==> src/rtl/core/lsbs_pkg.sv <==
// Shared constants for the link status blink sequencer: widths, register map, reset values.
package lsbs_pkg;

  localparam int unsigned TimerW   = 16;
  localparam int unsigned ElapsedW = 8;
  localparam int unsigned ModeW    = 8;
  localparam int unsigned InDataW  = 24;
  localparam int unsigned OutDataW = 16;
  localparam int unsigned AddrW    = 4;
  localparam int unsigned ApbDataW = 32;

  typedef enum logic [1:0] {
    REG_LINK_HOLD = 2'd0,
    REG_BLINK_ON  = 2'd1,
    REG_BLINK_OFF = 2'd2,
    REG_MODE_GAP  = 2'd3
  } reg_index_t;

  localparam logic [TimerW-1:0] LinkHoldReset = 16'd1000;
  localparam logic [TimerW-1:0] BlinkOnReset  = 16'd100;
  localparam logic [TimerW-1:0] BlinkOffReset = 16'd100;
  localparam logic [TimerW-1:0] ModeGapReset  = 16'd100;

endpackage

==> src/rtl/core/link_status_blink_sequencer.sv <==
// Top level of the link status blink sequencer: tick stream in, LED state stream out.
//
// Takes one tick word per clock cycle and returns one result word per tick. The whole
// update (mode and link change detection, one saturating timer count-down and the blink
// start) runs in the cycle the tick is accepted; the result appears in the output register
// on the next cycle and is held there until taken. s_axis_tready stays high while that
// register is empty or being drained in the same cycle, so a tick can be accepted every
// cycle. Write timer settings over the APB port while no tick is in flight; unchecked.
module link_status_blink_sequencer (
  input  logic                             clk,
  input  logic                             rst,

  input  logic                             s_axis_tvalid,
  output logic                             s_axis_tready,
  // elapsed_ms[7:0], mode_number[15:8], partner_present[16], zero[23:17]
  input  logic [lsbs_pkg::InDataW-1:0]     s_axis_tdata,

  output logic                             m_axis_tvalid,
  input  logic                             m_axis_tready,
  // status_led[0], link_up[1], blinks_pending[9:2], zero[15:10]
  output logic [lsbs_pkg::OutDataW-1:0]    m_axis_tdata,

  input  logic                             psel,
  input  logic                             penable,
  input  logic                             pwrite,
  input  logic [lsbs_pkg::AddrW-1:0]       paddr,
  input  logic [lsbs_pkg::ApbDataW-1:0]    pwdata,
  output logic [lsbs_pkg::ApbDataW-1:0]    prdata,
  output logic                             pready
);
  import lsbs_pkg::*;

  logic [TimerW-1:0] link_hold_ms;
  logic [TimerW-1:0] blink_on_ms;
  logic [TimerW-1:0] blink_off_ms;
  logic [TimerW-1:0] mode_gap_ms;

  logic              link_seen;
  logic [ModeW-1:0]  blinks_left;
  logic [ModeW-1:0]  last_mode;
  logic              primed;
  logic [TimerW-1:0] lit_timer;
  logic [TimerW-1:0] dark_timer;
  logic              led_level;

  logic              link_seen_next;
  logic [ModeW-1:0]  blinks_left_next;
  logic [TimerW-1:0] lit_timer_next;
  logic [TimerW-1:0] dark_timer_next;
  logic              led_level_next;

  logic [ElapsedW-1:0] elapsed;
  logic [ModeW-1:0]    mode;
  logic                present;
  logic [ModeW-1:0]    ref_mode;
  logic                mode_chg;
  logic [ModeW-1:0]    blinks_mid;
  logic [TimerW-1:0]   lit_mid;
  logic [TimerW-1:0]   dark_mid;
  logic [TimerW-1:0]   elapsed_ext;
  logic [TimerW-1:0]   lit_dec;
  logic [TimerW-1:0]   dark_dec;

  logic              accept;
  logic              cfg_wr;
  reg_index_t        cfg_idx;

  assign s_axis_tready = !m_axis_tvalid || m_axis_tready;
  assign accept        = s_axis_tvalid && s_axis_tready;

  assign elapsed = s_axis_tdata[ElapsedW-1:0];
  assign mode    = s_axis_tdata[ElapsedW +: ModeW];
  assign present = s_axis_tdata[ElapsedW+ModeW];

  assign elapsed_ext = {{(TimerW-ElapsedW){1'b0}}, elapsed};

  always_comb begin
    ref_mode   = primed ? last_mode : mode;
    mode_chg   = (mode != ref_mode);
    blinks_mid = mode_chg ? mode : blinks_left;
    if (mode_chg) begin
      dark_mid = ((blinks_left != '0) || led_level) ? mode_gap_ms : '0;
    end else begin
      dark_mid = dark_timer;
    end
    link_seen_next = present;
    lit_mid        = (present != link_seen) ? link_hold_ms : lit_timer;

    lit_dec  = (lit_mid > elapsed_ext) ? (lit_mid - elapsed_ext) : '0;
    dark_dec = (dark_mid > elapsed_ext) ? (dark_mid - elapsed_ext) : '0;

    lit_timer_next   = lit_mid;
    dark_timer_next  = dark_mid;
    blinks_left_next = blinks_mid;
    led_level_next   = led_level;
    if (lit_mid != '0) begin
      lit_timer_next = lit_dec;
      led_level_next = (lit_dec != '0);
    end else if (dark_mid != '0) begin
      dark_timer_next = dark_dec;
    end else if (blinks_mid != '0) begin
      lit_timer_next   = blink_on_ms;
      dark_timer_next  = blink_off_ms;
      blinks_left_next = blinks_mid - 1'b1;
    end
  end

  always_ff @(posedge clk) begin
    if (rst) begin
      link_seen     <= 1'b0;
      blinks_left   <= '0;
      last_mode     <= '0;
      primed        <= 1'b0;
      lit_timer     <= '0;
      dark_timer    <= '0;
      led_level     <= 1'b0;
      m_axis_tvalid <= 1'b0;
    end else begin
      if (accept) begin
        link_seen   <= link_seen_next;
        blinks_left <= blinks_left_next;
        last_mode   <= mode;
        primed      <= 1'b1;
        lit_timer   <= lit_timer_next;
        dark_timer  <= dark_timer_next;
        led_level   <= led_level_next;
      end
      if (s_axis_tready) begin
        m_axis_tvalid <= s_axis_tvalid;
      end
    end
  end

  always_ff @(posedge clk) begin
    if (accept) begin
      m_axis_tdata <= {{(OutDataW-ModeW-2){1'b0}}, blinks_left_next, link_seen_next,
                       led_level_next};
    end
  end

  assign pready  = 1'b1;
  assign cfg_wr  = psel && penable && pwrite;
  assign cfg_idx = reg_index_t'(paddr[AddrW-1:2]);

  always_ff @(posedge clk) begin
    if (rst) begin
      link_hold_ms <= LinkHoldReset;
      blink_on_ms  <= BlinkOnReset;
      blink_off_ms <= BlinkOffReset;
      mode_gap_ms  <= ModeGapReset;
    end else if (cfg_wr) begin
      case (cfg_idx)
        REG_LINK_HOLD: link_hold_ms <= pwdata[TimerW-1:0];
        REG_BLINK_ON:  blink_on_ms  <= pwdata[TimerW-1:0];
        REG_BLINK_OFF: blink_off_ms <= pwdata[TimerW-1:0];
        REG_MODE_GAP:  mode_gap_ms  <= pwdata[TimerW-1:0];
        default: ;
      endcase
    end
  end

  always_comb begin
    case (cfg_idx)
      REG_LINK_HOLD: prdata = {{(ApbDataW-TimerW){1'b0}}, link_hold_ms};
      REG_BLINK_ON:  prdata = {{(ApbDataW-TimerW){1'b0}}, blink_on_ms};
      REG_BLINK_OFF: prdata = {{(ApbDataW-TimerW){1'b0}}, blink_off_ms};
      REG_MODE_GAP:  prdata = {{(ApbDataW-TimerW){1'b0}}, mode_gap_ms};
      default:       prdata = '0;
    endcase
  end

endmodule
==> config.mk <==
export PLATFORM = sky130hd
export DESIGN_NAME = link_status_blink_sequencer
export DESIGN_NICKNAME = d
export VERILOG_FILES = /design/src/rtl/core/lsbs_pkg.sv /design/src/rtl/core/link_status_blink_sequencer.sv
export SDC_FILE = /design/constraint.sdc
export NUM_CORES = 1
export LEC_CHECK = 0
export BUFFER_PORTS_ARGS = -buffer_cell sky130_fd_sc_hd__buf_2
export CORE_MARGIN = 2
export CORE_UTILIZATION = 50
export DETAILED_ROUTE_END_ITERATION = 10
export PLACE_DENSITY = 0.74
export SLEW_MARGIN = 15
export SYNTH_ARGS = -nofsm -noshare
export SYNTH_HDL_FRONTEND = slang
export SYNTH_SLANG_ARGS = --single-unit
export TNS_END_PERCENT = 10
==> constraint.sdc <==
create_clock -name clk -period 4.35 [get_ports clk]
set_input_delay 0.6525 -clock clk [delete_from_list [all_inputs] [get_ports clk]]
set_output_delay 0.6525 -clock clk [all_outputs]
set_load 0.02 [all_outputs]
# Word-level counts from Yosys, hierarchy flattened
# Index checks and enable logic that the tools add are counted.
# word_totals
word_cells	57
input_bits	67
output_inout_bits	51
ff_bits	126
# classes
n_addsub	3
order_cmp	2
reduce_logical	16
muxes	18
n_eq_ne	5
# op_table
operator	n
$mux 16	11
$pmux 32 s4	1
$reduce_bool 16->1	3
$mux 8	5
$gt 16x8->1	2
$sub 16x8->16	2
$reduce_bool 8->1	2
$ne 8x8->1	1
$reduce_and 2->1	4
$sub 8x1->8 const B	1
$eq 2x2->1 const B	2
$logic_and 1x1->1	3
$eq 2x1->1 const B	1
$logic_not 2->1	1
$logic_or 1x1->1	2
$logic_not 1->1	1
$mux 1	1
$ne 1x1->1	1

# Depth between registers and ports, before layout
# Gate-level depths: netlist of run 1.
# depth
ltp_word	8
mapped_depth	18
depth_no_buf	16

# Least setup slack after synthesis of run 1
# Ideal clock, no wire load.
# synth_timing
path_type	input -> register
start	input port s_axis_tdata[15] (netlist bit)
end	register dark_timer[15]
setup_time_ps	120
slack_ps	12
cell_stages	15
n_path_buf	2
required_time_ps	4230
arrival_time_ps	4219
cell_sequence	xnor2_1 > nand4_1 > o21ai_0 > clkbuf_1 > clkbuf_1 > o21ai_0 > ha_1 > nor2b_1 > o21ai_0 > a21boi_0 > o31ai_1 > a211oi_1 > or4_1 > and3_1 > o31a_1
# synth_via
elab_chain_cells	7
word_cells_on_any_way	12
cone_classes	add/sub (1); order compare (1); eq/ne (1); mux (7); reduce/logical (2)
# synth_rtl
element	line	source
start: declaration	link_status_blink_sequencer.sv:16	input logic [lsbs_pkg::InDataW-1:0] s_axis_tdata,
$mux 8	link_status_blink_sequencer.sv:78	ref_mode = primed ? last_mode : mode;
$ne 8x8->1	link_status_blink_sequencer.sv:79	mode_chg = (mode != ref_mode);
$mux 16 or $mux 8 (tied branches)	link_status_blink_sequencer.sv:81, link_status_blink_sequencer.sv:80	
$sub 16x8->16 (tied with other cells)	link_status_blink_sequencer.sv:90	dark_dec = (dark_mid > elapsed_ext) ? (dark_mid - elapsed_ext) : '0;
$mux 16 (on tied branches)	link_status_blink_sequencer.sv:90, link_status_blink_sequencer.sv:101	
$mux 16	link_status_blink_sequencer.sv:99	end else if (dark_mid != '0) begin
$mux 16 *	link_status_blink_sequencer.sv:96	if (lit_mid != '0) begin
end signal: assignment	link_status_blink_sequencer.sv:125	dark_timer <= dark_timer_next;
end: declaration	link_status_blink_sequencer.sv:43	logic [TimerW-1:0] dark_timer;
# Mark *: on every way between the ends. The rest lies on a longest branch, timed or not.
# A chain may end at the register's enable or synchronous reset.

# Worst setup path in the final report of run 1
# layout_timing
start	register blinks_left[5]
end	register dark_timer[11]
# layout_via
elab_chain_cells	8
word_cells_on_any_way	13
cone_classes	add/sub (1); order compare (1); mux (7); reduce/logical (4)
# layout_rtl
element	line	source
start: declaration	link_status_blink_sequencer.sv:39	logic [ModeW-1:0] blinks_left;
start signal: assignment	link_status_blink_sequencer.sv:121	blinks_left <= blinks_left_next;
$reduce_bool 8->1	link_status_blink_sequencer.sv:82	dark_mid = ((blinks_left != '0) || led_level) ? mode_gap_ms : '0;
$logic_or 1x1->1	link_status_blink_sequencer.sv:82	
$mux 16	link_status_blink_sequencer.sv:82	
$mux 16	link_status_blink_sequencer.sv:81	if (mode_chg) begin
$sub 16x8->16 or $gt 16x8->1 (tied branches)	link_status_blink_sequencer.sv:90	
$mux 16	link_status_blink_sequencer.sv:90	
$mux 16	link_status_blink_sequencer.sv:99	
$mux 16 *	link_status_blink_sequencer.sv:96	
# Marks and branches as above.

==> results.json, run 1 <==
{
  "async_reset_ff_share_pct": 0,
  "viasPerCell": 6.14,
  "max_slew_margin_pct": 33.9,
  "drt_iter0_markers": 799,
  "antenna_found_initial": 0,
  "hold_buffers": 0,
  "avgSynthCellArea_um2": 7.87,
  "finalWeightedCongestion": 0.958,
  "tritoncts": "done",
  "hold_viol_final": 0,
  "synth_common_cells": "nand2_1 (218), dfxtp_1 (116), a21oi_1 (102)",
  "p_total_w": 0.00334,
  "grt_pass1_wl_mm": 37.5,
  "cts-buffers-inserted": 17,
  "ys_seq_area_share_pct": 33.7,
  "clockRootBuffer": "clkbuf_16",
  "wl_per_cell_um": 19.2,
  "syn-instance-count": 989,
  "max_cap_viol_count": 0,
  "period_needed_ns": 4.01,
  "crit_path_max_fanout": 22,
  "antennaDiodeCount": 0,
  "syn-cell-area_mm2": 0.00778,
  "ys_types": 70,
  "wl_mm": 24.0,
  "cts.sinks": 126,
  "setup-tns-final_ns": 0,
  "grt_max_degree": 89,
  "ys.flop_type": "dfxtp_1",
  "die_y_um": 129,
  "grt_overflow": 0,
  "die_area_mm2": 0.0166,
  "dp_hpwl_mm": 16.8,
  "maxSlewViolCount": 0,
  "initial_core_util_pct": 51.2,
  "syn_to_final_growth_pct": 13.2,
  "powerDensity_mw_per_mm2": 379,
  "yosysWarnings": 0,
  "synth_area_leader_cell": "dfxtp_1",
  "yosys-top-cells-area": "dfxtp_1 (30%), nand2_1 (11%), a21oi_1 (6.6%)",
  "grt_pass1_vias": 6796,
  "drc": 0,
  "row_count": 45,
  "cp.arrival_ns": 4.27,
  "design_area_mm2": 0.00881,
  "period_share_pct": 92.1,
  "clkSlewWorstSetupHoldPaths_ns": 0.06,
  "setup_viol": 0,
  "place_inst": 1214,
  "worst_hold_slack_ns": 0.464,
  "yosysMostFrequentCell": "nand2_1",
  "core-area_mm2": 0.0152,
  "io_pins": 118,
  "post_cts_buffers": 0,
  "detail-route-antenna-nets": 0,
  "startpoint_type": "register",
  "r2r_setup_slack_ns": 0.34,
  "cts_max_level": 4,
  "rsz0062_at_grt": "no",
  "first_pass_iters": 5,
  "cts.repair.resized": 0,
  "grt_usage_pct": 29.3,
  "end_kind": "register",
  "cp.required_ns": 4.61,
  "portBuffers": 69,
  "hp-class": "register to register",
  "cts.path.max_buffers": 2,
  "max_clock_freq_ghz": 0.250,
  "place_area_mm2": 0.00827,
  "worst_pin_slew_ns": 0.991,
  "critPathKind": "register to register",
  "stdcell_count": 1246,
  "status": "finished, final reports clean",
  "peakVddDrop_mv": 0.303,
  "layout.nets": 1132,
  "power_leakage_nw": 3.55,
  "skew_ns": 0.00804,
  "clock_latency_ns": 0.43,
  "synth_enable_flop_cells": 10,
  "vias": 7651,
  "synth-seq-cells": 126,
  "drive_gt1_share_pct": 15.3,
  "dieWidth_um": 129,
  "synth_top_area_share_pct": 29.8
}
[sequential cells by signal, summed over array words and instances (netlist names)]
name           cells
link_seen          1
dark_timer        16
m_axis_tdata      10
led_level          1
lit_timer         16
link_hold_ms      16
mode_gap_ms       16
blinks_left        8
blink_off_ms      16
last_mode          8
m_axis_tvalid      1
blink_on_ms       16
primed             1
[cells in the final DEF, fill, tap and decap left out, types with 17 or more instances in the layout]
cell / instances
nor3_1: 31
nand3b_1: 20
a21oi_1: 102
nor2_1: 81
buf_4: 27
buf_2: 68
clkbuf_16: 17
dfxtp_1: 116
mux2i_1: 27
ha_1: 18
o21ai_0: 31
inv_1: 24
nand2_1: 218
conb_1: 23
[routing by layer]
layer / up-vias / track usage (%) / wire length [um]
li1: 3589 / - / -
met1: 3571 / 41.5 / 10300
met2: 435 / 44.6 / 10600
met3: 56 / 6.11 / 2440
met4: 0 / 10.3 / 700
met5: - / 0 / 0
[layout make-up]
type | count | area [um^2]
clock buffers | 20 | 457
multi-input cells | 779 | 4760
fillers | 1402 | 6390
clock inverters | 12 | 83.8
well taps | 188 | 235
flip-flops and latches | 126 | 2620
repair buffers | 96 | 563
inverters | 25 | 93.8
[cells by family after synthesis]
logic type / synth area share [%]
and+or+nand+nor: 25.9
AOI/OAI and AO/OA: 18.3
DFF: 33.7
buffers and inverters: 6.35
muxes: 9.29
xor gates and xnor gates: 2.91
adders and majority gates: 3.41
other: 0.0965
[report_power, final]
group | switching (W) | internal [W] | total [W]
combinational | 0.000459 | 0.000284 | 0.000743
clock | 0.000557 | 0.000760 | 0.00132
sequential | 0.0000488 | 0.00123 | 0.00128
total | 0.00106 | 0.00227 | 0.00334
[worst max-delay path, stage by stage, from the launching register on]
cell and delay, ns:
dfxtp_1 0.34, nor3_1 0.38, nand4b_1 0.19, buf_4 0.25
nand2_1 0.09, o21ai_0 0.11, ha_1 0.31, nor2b_1 0.13
o21ai_0 0.21, a21boi_0 0.19, o31ai_1 0.40, a211oi_1 0.25
or4_1 0.55, a221oi_1 0.33, nor3_1 0.09
[stage by stage]
| step | worst slack [ns] | util, % |
|---|---|---|
| floorplan | 0.0115 | - |
| detailed placement | 0.153 | 54.4 |
| finish | 0.344 | 58.0 |
| CTS | 0.448 | 58.0 |
| global route | 0.116 | 58.0 |
| global placement | 0.184 | 54.4 |
[path summary, 6_finish.rpt]
kind	startpoint	end	cells after the start
setup reg to reg	blinks_left[5]	dark_timer[11]	14
setup / recovery	blinks_left[5]	dark_timer[11]	14
hold reg to reg	blink_on_ms[7]	blink_on_ms[7]	2
hold / removal	blink_on_ms[7]	blink_on_ms[7]	2
No activity file was read; power rests on OpenSTA's default activity.
==> run 2: changes to the inputs <==
--- a/config.mk
+++ b/config.mk
@@ -10,6 +10,7 @@
 export CORE_UTILIZATION = 50
 export DETAILED_ROUTE_END_ITERATION = 10
 export PLACE_DENSITY = 0.74
+export REMOVE_ABC_BUFFERS = 1
 export SLEW_MARGIN = 15
 export SYNTH_ARGS = -nofsm -noshare
 export SYNTH_HDL_FRONTEND = slang
==> run 2 against run 1 <==
Net effect: core utilization grew 0.25 points; flip-flop and latch count unchanged; die area did not move; setup slack worse by 0.012 ns; routed wire length fell by 1.5%; clock-buffer cell count stayed put; critical path type is now input port to register; largest power group unchanged.
==> results.json, run 2 (synthesis results as in run 1) <==
{
  "die_area_mm2": 0.0166,
  "antennaDiodeCount": 0,
  "cts_max_level": 4,
  "m1WireLength_mm": 10.1,
  "powerDensity_mw_per_mm2": 380,
  "hp-class": "register to register",
  "grt_usage_pct": 28.7,
  "clock_latency_ns": 0.42,
  "drive_gt1_share_pct": 15.8,
  "met2_length_mm": 11.1,
  "drt_iter0_markers": 814,
  "layout.nets": 1136,
  "cts.sinks": 126,
  "drc": 0,
  "status": "finished, final reports clean",
  "setup_viol": 0,
  "hold_start": "last_mode[4]",
  "setup.worst_path.start": "s_axis_tdata[10]",
  "skew_ns": 0.00977,
  "end_kind": "register",
  "wl_mm": 23.6,
  "die_y_um": 129,
  "period_needed_ns": 4.02,
  "initial_core_util_pct": 51.2,
  "detail-route-antenna-nets": 0,
  "grt_pass1_vias": 6814,
  "hold_viol_final": 0,
  "cp.required_ns": 4.61,
  "power_leakage_nw": 3.57,
  "syn_to_final_growth_pct": 13.7,
  "antenna_found_initial": 0,
  "stdcell_count": 1249,
  "place_inst": 1218,
  "portBuffers": 69,
  "cts-buffers-inserted": 17,
  "layout_commonest_cell": "nand2_1",
  "rsz0062_at_grt": "no",
  "max_clock_freq_ghz": 0.249,
  "wl_per_cell_um": 18.9,
  "startpoint_type": "input port",
  "finalWeightedCongestion": 0.994,
  "grt_pass1_wl_mm": 36.7,
  "max_cap_viol_count": 0,
  "maxSlewViolCount": 0,
  "peakVddDrop_mv": 0.248,
  "io_pins": 118,
  "tritoncts": "done",
  "clkSlewWorstSetupHoldPaths_ns": 0.06,
  "viasPerCell": 6.08,
  "core-area_mm2": 0.0152,
  "dieWidth_um": 129,
  "row_count": 45,
  "cp.arrival_ns": 4.27,
  "met3WireLength_mm": 1.97,
  "setup-tns-final_ns": 0,
  "timing.rr.start": "last_mode[5]",
  "first_pass_iters": 6,
  "cts.path.max_buffers": 2,
  "final_cell_mix": "nand2_1 (218), dfxtp_1 (116), a21oi_1 (102), nor2_1 (80), buf_2 (68)",
  "worst_pin_slew_ns": 1.04,
  "crit_path_max_fanout": 7,
  "grt_overflow": 0,
  "period_share_pct": 92.4,
  "vias": 7599,
  "critPathKind": "input port to register",
  "dp_hpwl_mm": 16.4,
  "grt_max_degree": 63,
  "max_slew_margin_pct": 30.9,
  "top_layer": "met4",
  "clockRootBuffer": "clkbuf_16"
}
-- run 2: cell count changes in the layout (fill, tap and decap cells not counted) --
cell and change:
buf_12 -1, buf_4 +5, bufinv_16 +1, clkinv_2 +2
clkinv_4 -1, inv_4 -1, inv_6 -2, nor2_1 -1
nor2_2 +1, nor3_1 -2, nor3_2 +2, o21ai_0 -1
o21ai_1 +1
-- run 2: critical path, stage by stage --
cell and delay [ns]:
buf_2 0.14, xnor2_1 0.13, nand4_1 0.23, o21a_1 0.30, and3_1 0.18, a21oi_1 0.15
ha_1 0.21, inv_1 0.06, fa_1 0.42, a21o_1 0.18, a21o_1 0.21, a21oi_1 0.24
o31ai_1 0.11, o2bb2ai_1 0.31, buf_4 0.22, o21bai_1 0.10, a222oi_1 0.29, a211oi_1 0.14
-- run 2: layout make-up --
| cell class | instances | area [um^2] |
|---|---|---|
| fill | 1384 | 6350 |
| multi-input combinational | 779 | 4770 |
| sequential | 126 | 2620 |
| timing repair buffer | 100 | 581 |
| clock buffer | 20 | 457 |
| tap | 188 | 235 |
| inverter | 25 | 93.8 |
| clock inverter | 11 | 91.3 |
-- run 2: final timing paths --
path,slack (ns),cells past startpoint,end
worst max-delay path,0.33,18,dark_timer[10]
worst min-delay path,0.47,2,last_mode[4]
worst max register to register,0.35,17,dark_timer[10]
worst min register to register,0.47,2,last_mode[4]
-- run 2: where the power goes --
part	switching (W)	total [W]	internal, W
logic	0.000455	0.000742	0.000287
clock network	0.000536	0.00134	0.000808
registers	0.0000474	0.00128	0.00123
-- run 2: routing by layer --
metal,global-route usage (%),vias to the layer above
met1,39.9,3573
met3,5.11,42
met2,45.3,390
met4,9.59,0
li1,-,3594
met5,0,-
-- run 2: per-stage QoR --
stage               util, %  hold slack [ns]  worst slack, ns  cell area [um^2]  power, W
floorplan                 -            0.435            -1.95              7460   0.00179
global placement       54.6            0.456          0.00694              8290   0.00201
detailed placement     54.6            0.463          -0.0539              8290   0.00202
CTS                    58.2            0.469            0.330              8840   0.00336
global route           58.2            0.489           0.0733              8850   0.00350
finish                 58.2            0.467            0.332              8850   0.00336
-- run 2: repair_timing --
item / 4_1_cts / 5_1_grt
setup endpoints to repair: 0 / 4
gates resized for setup: 0 / 3
hold buffers: 0 / 0
buffers inserted: 0 / 0
hold endpoints to repair: 0 / 0
==> run 3: changes to the inputs <==
--- a/config.mk
+++ b/config.mk
@@ -10,6 +10,7 @@
 export CORE_UTILIZATION = 50
 export DETAILED_ROUTE_END_ITERATION = 10
 export PLACE_DENSITY = 0.74
+export RECOVER_POWER = 50
 export REMOVE_ABC_BUFFERS = 1
 export SLEW_MARGIN = 15
 export SYNTH_ARGS = -nofsm -noshare
==> run 3 against run 2 <==
Net effect: the flow now finishes with violations (max-capacitance violations, max-slew violations); fmax shrank 0.16%; die area is the same; critical path depth did not move; combinational power barely moved; clock power hardly changed; flip-flop and latch count stayed put; register-to-register slack about the same; core utilization down 0.22 points.
==> results.json, run 3 (synthesis results as in run 1) <==
{
  "path_buf_inv": 3,
  "grt_usage_pct": 28.7,
  "maxSlewViolCount": 24,
  "cts.sinks": 126,
  "rsz0062_at_grt": "no",
  "wl_mm": 23.8,
  "crit_family": "compound AO/OA/AOI/OAI gates",
  "max_slew_margin_pct": -15.1,
  "viasPerCell": 6.14,
  "stdcell_count": 1249,
  "cts.path.max_buffers": 2,
  "dp_hpwl_mm": 16.4,
  "wl_per_cell_um": 19.0,
  "row_count": 45,
  "critPathKind": "input port to register",
  "initial_core_util_pct": 51.2,
  "final_cell_mix": "nand2_1 (218), dfxtp_1 (116), a21oi_1 (102), nor2_1 (80), buf_2 (54)",
  "syn_to_final_growth_pct": 13.3,
  "period_needed_ns": 4.02,
  "drc": 0,
  "dieWidth_um": 129,
  "cp.arrival_ns": 4.25,
  "grt_pass1_wl_mm": 36.7,
  "hp-class": "register to register",
  "hold_buffers": 0,
  "tritoncts": "done",
  "cts-buffers-inserted": 17,
  "io_pins": 118,
  "worst_hold_slack_ns": 0.468,
  "cts_max_level": 4,
  "first_pass_iters": 5,
  "vias": 7671,
  "r2r-end": "dark_timer[10]",
  "finalWeightedCongestion": 0.994,
  "clockRootBuffer": "clkbuf_16",
  "worst_slack_ns": 0.326,
  "peakVddDrop_mv": 0.247,
  "worst_pin_slew_ns": 1.73,
  "max_clock_freq_ghz": 0.248,
  "detailedPlace.worstSlack_ns": -0.0539,
  "power_leakage_nw": 3.52,
  "core-area_mm2": 0.0152,
  "timing.rr.start": "last_mode[5]",
  "die_area_mm2": 0.0166,
  "max_cap_viol_count": 1,
  "grt_pass1_vias": 6814,
  "drt_iter0_markers": 807,
  "hold_start": "last_mode[4]",
  "r2r_setup_slack_ns": 0.34,
  "antenna_found_initial": 0,
  "status": "complete, but fails checks",
  "post_cts_buffers": 0,
  "violations": "max-capacitance violations, max-slew violations",
  "setup_viol": 0,
  "crit_path_max_fanout": 7,
  "grt_overflow": 0,
  "drive_gt1_share_pct": 14.0,
  "hold_path_depth": 2,
  "layout.nets": 1136,
  "clkSlewWorstSetupHoldPaths_ns": 0.06,
  "skew_ns": 0.00959,
  "cpPeakStageDelay_ns": 0.42,
  "end_kind": "register",
  "crit_chain": "buf_2 > xnor2_1 > nand4_1 > o21a_1 > and3_1 > a21oi_1 > ha_1 > inv_1 > fa_1 > a21o_1 > a21o_1 > a21oi_1 > o31ai_1 > o2bb2ai_1 > buf_4 > o21bai_1 > a222oi_1 > a211oi_1",
  "grt_max_degree": 63,
  "p_total_w": 0.00337,
  "die_y_um": 129,
  "clock_latency_ns": 0.42,
  "reg2reg_depth": 17,
  "cp.required_ns": 4.58,
  "cp_slowest_cell": "fa_1",
  "antennaDiodeCount": 0,
  "powerDensity_mw_per_mm2": 382,
  "portBuffers": 69,
  "fillCellCount": 1397,
  "hold_viol_final": 0,
  "hold_end": "last_mode[4]",
  "period_share_pct": 92.5,
  "place_inst": 1218,
  "detail-route-antenna-nets": 0,
  "startpoint_type": "input port",
  "layout_commonest_cell": "nand2_1"
}
## run 3: cell count changes in the layout (fill, tap and decap cells not counted), sizes merged
cell and change:
buf -17, clkbuf +17
## run 3: per-layer routing
metal	track usage, %	routed length [um]
met5	0	0
met4	9.59	571
met3	5.11	2080
met2	45.3	11100
met1	39.9	10000
## run 3: how the worst max path moves through the flow
stage | start | endpoint | slack [ns] | depth (start not counted)
after floorplan | s_axis_tdata[15] | dark_timer[15] | -1.95 | 13
after global placement | s_axis_tdata[10] | dark_timer[5] | 0.007 | 15
after detailed placement | s_axis_tdata[10] | dark_timer[5] | -0.05 | 15
after CTS | blinks_left[5] | dark_timer[15] | 0.33 | 14
after global routing | last_mode[5] | dark_timer[10] | 0.07 | 17
final | s_axis_tdata[10] | dark_timer[10] | 0.33 | 18
## run 3: report_power, final
part | internal, W | switching, W
Combinational | 0.000284 | 0.000456
Clock | 0.000808 | 0.000541
Sequential | 0.00123 | 0.0000478
Total | 0.00232 | 0.00105
## run 3: layout make-up
class,count,area [um^2],area share [%]
tap,188,235,2.67
timing repair buffer,100,552,6.26
inverter,25,93.8,1.06
multi-input combinational,779,4760,54.0
clock buffer,20,457,5.18
sequential,126,2620,29.8
clock inverter,11,91.3,1.04
## run 3: worst register-to-register path, cell delays in order, from the launching register on
cell       delay [ns]
dfxtp_1          0.36
xnor2_1          0.13
nand4_1          0.23
o21a_1           0.30
and3_1           0.18
a21oi_1          0.15
ha_1             0.20
inv_1            0.06
fa_1             0.42
a21o_1           0.18
a21o_1           0.22
a21oi_1          0.24
o31ai_1          0.11
o2bb2ai_1        0.32
buf_4            0.22
o21bai_1         0.09
a222oi_1         0.28
a211oi_1         0.14
## run 3: per-stage QoR
step / util, % / area (um^2) / setup TNS (ns)
2_1_floorplan: - / 7460 / -53.27
3_3_place_gp: 54.6 / 8290 / 0
3_5_place_dp: 54.6 / 8290 / -0.111
4_1_cts: 58.2 / 8840 / 0
5_1_grt: 58.0 / 8810 / 0
6_report: 58.0 / 8810 / 0
## run 3: repair_timing
action                                  CTS  global route
endpoints found under the setup margin    0             4
resized for setup                         0             3
hold endpoints to repair                  0             0
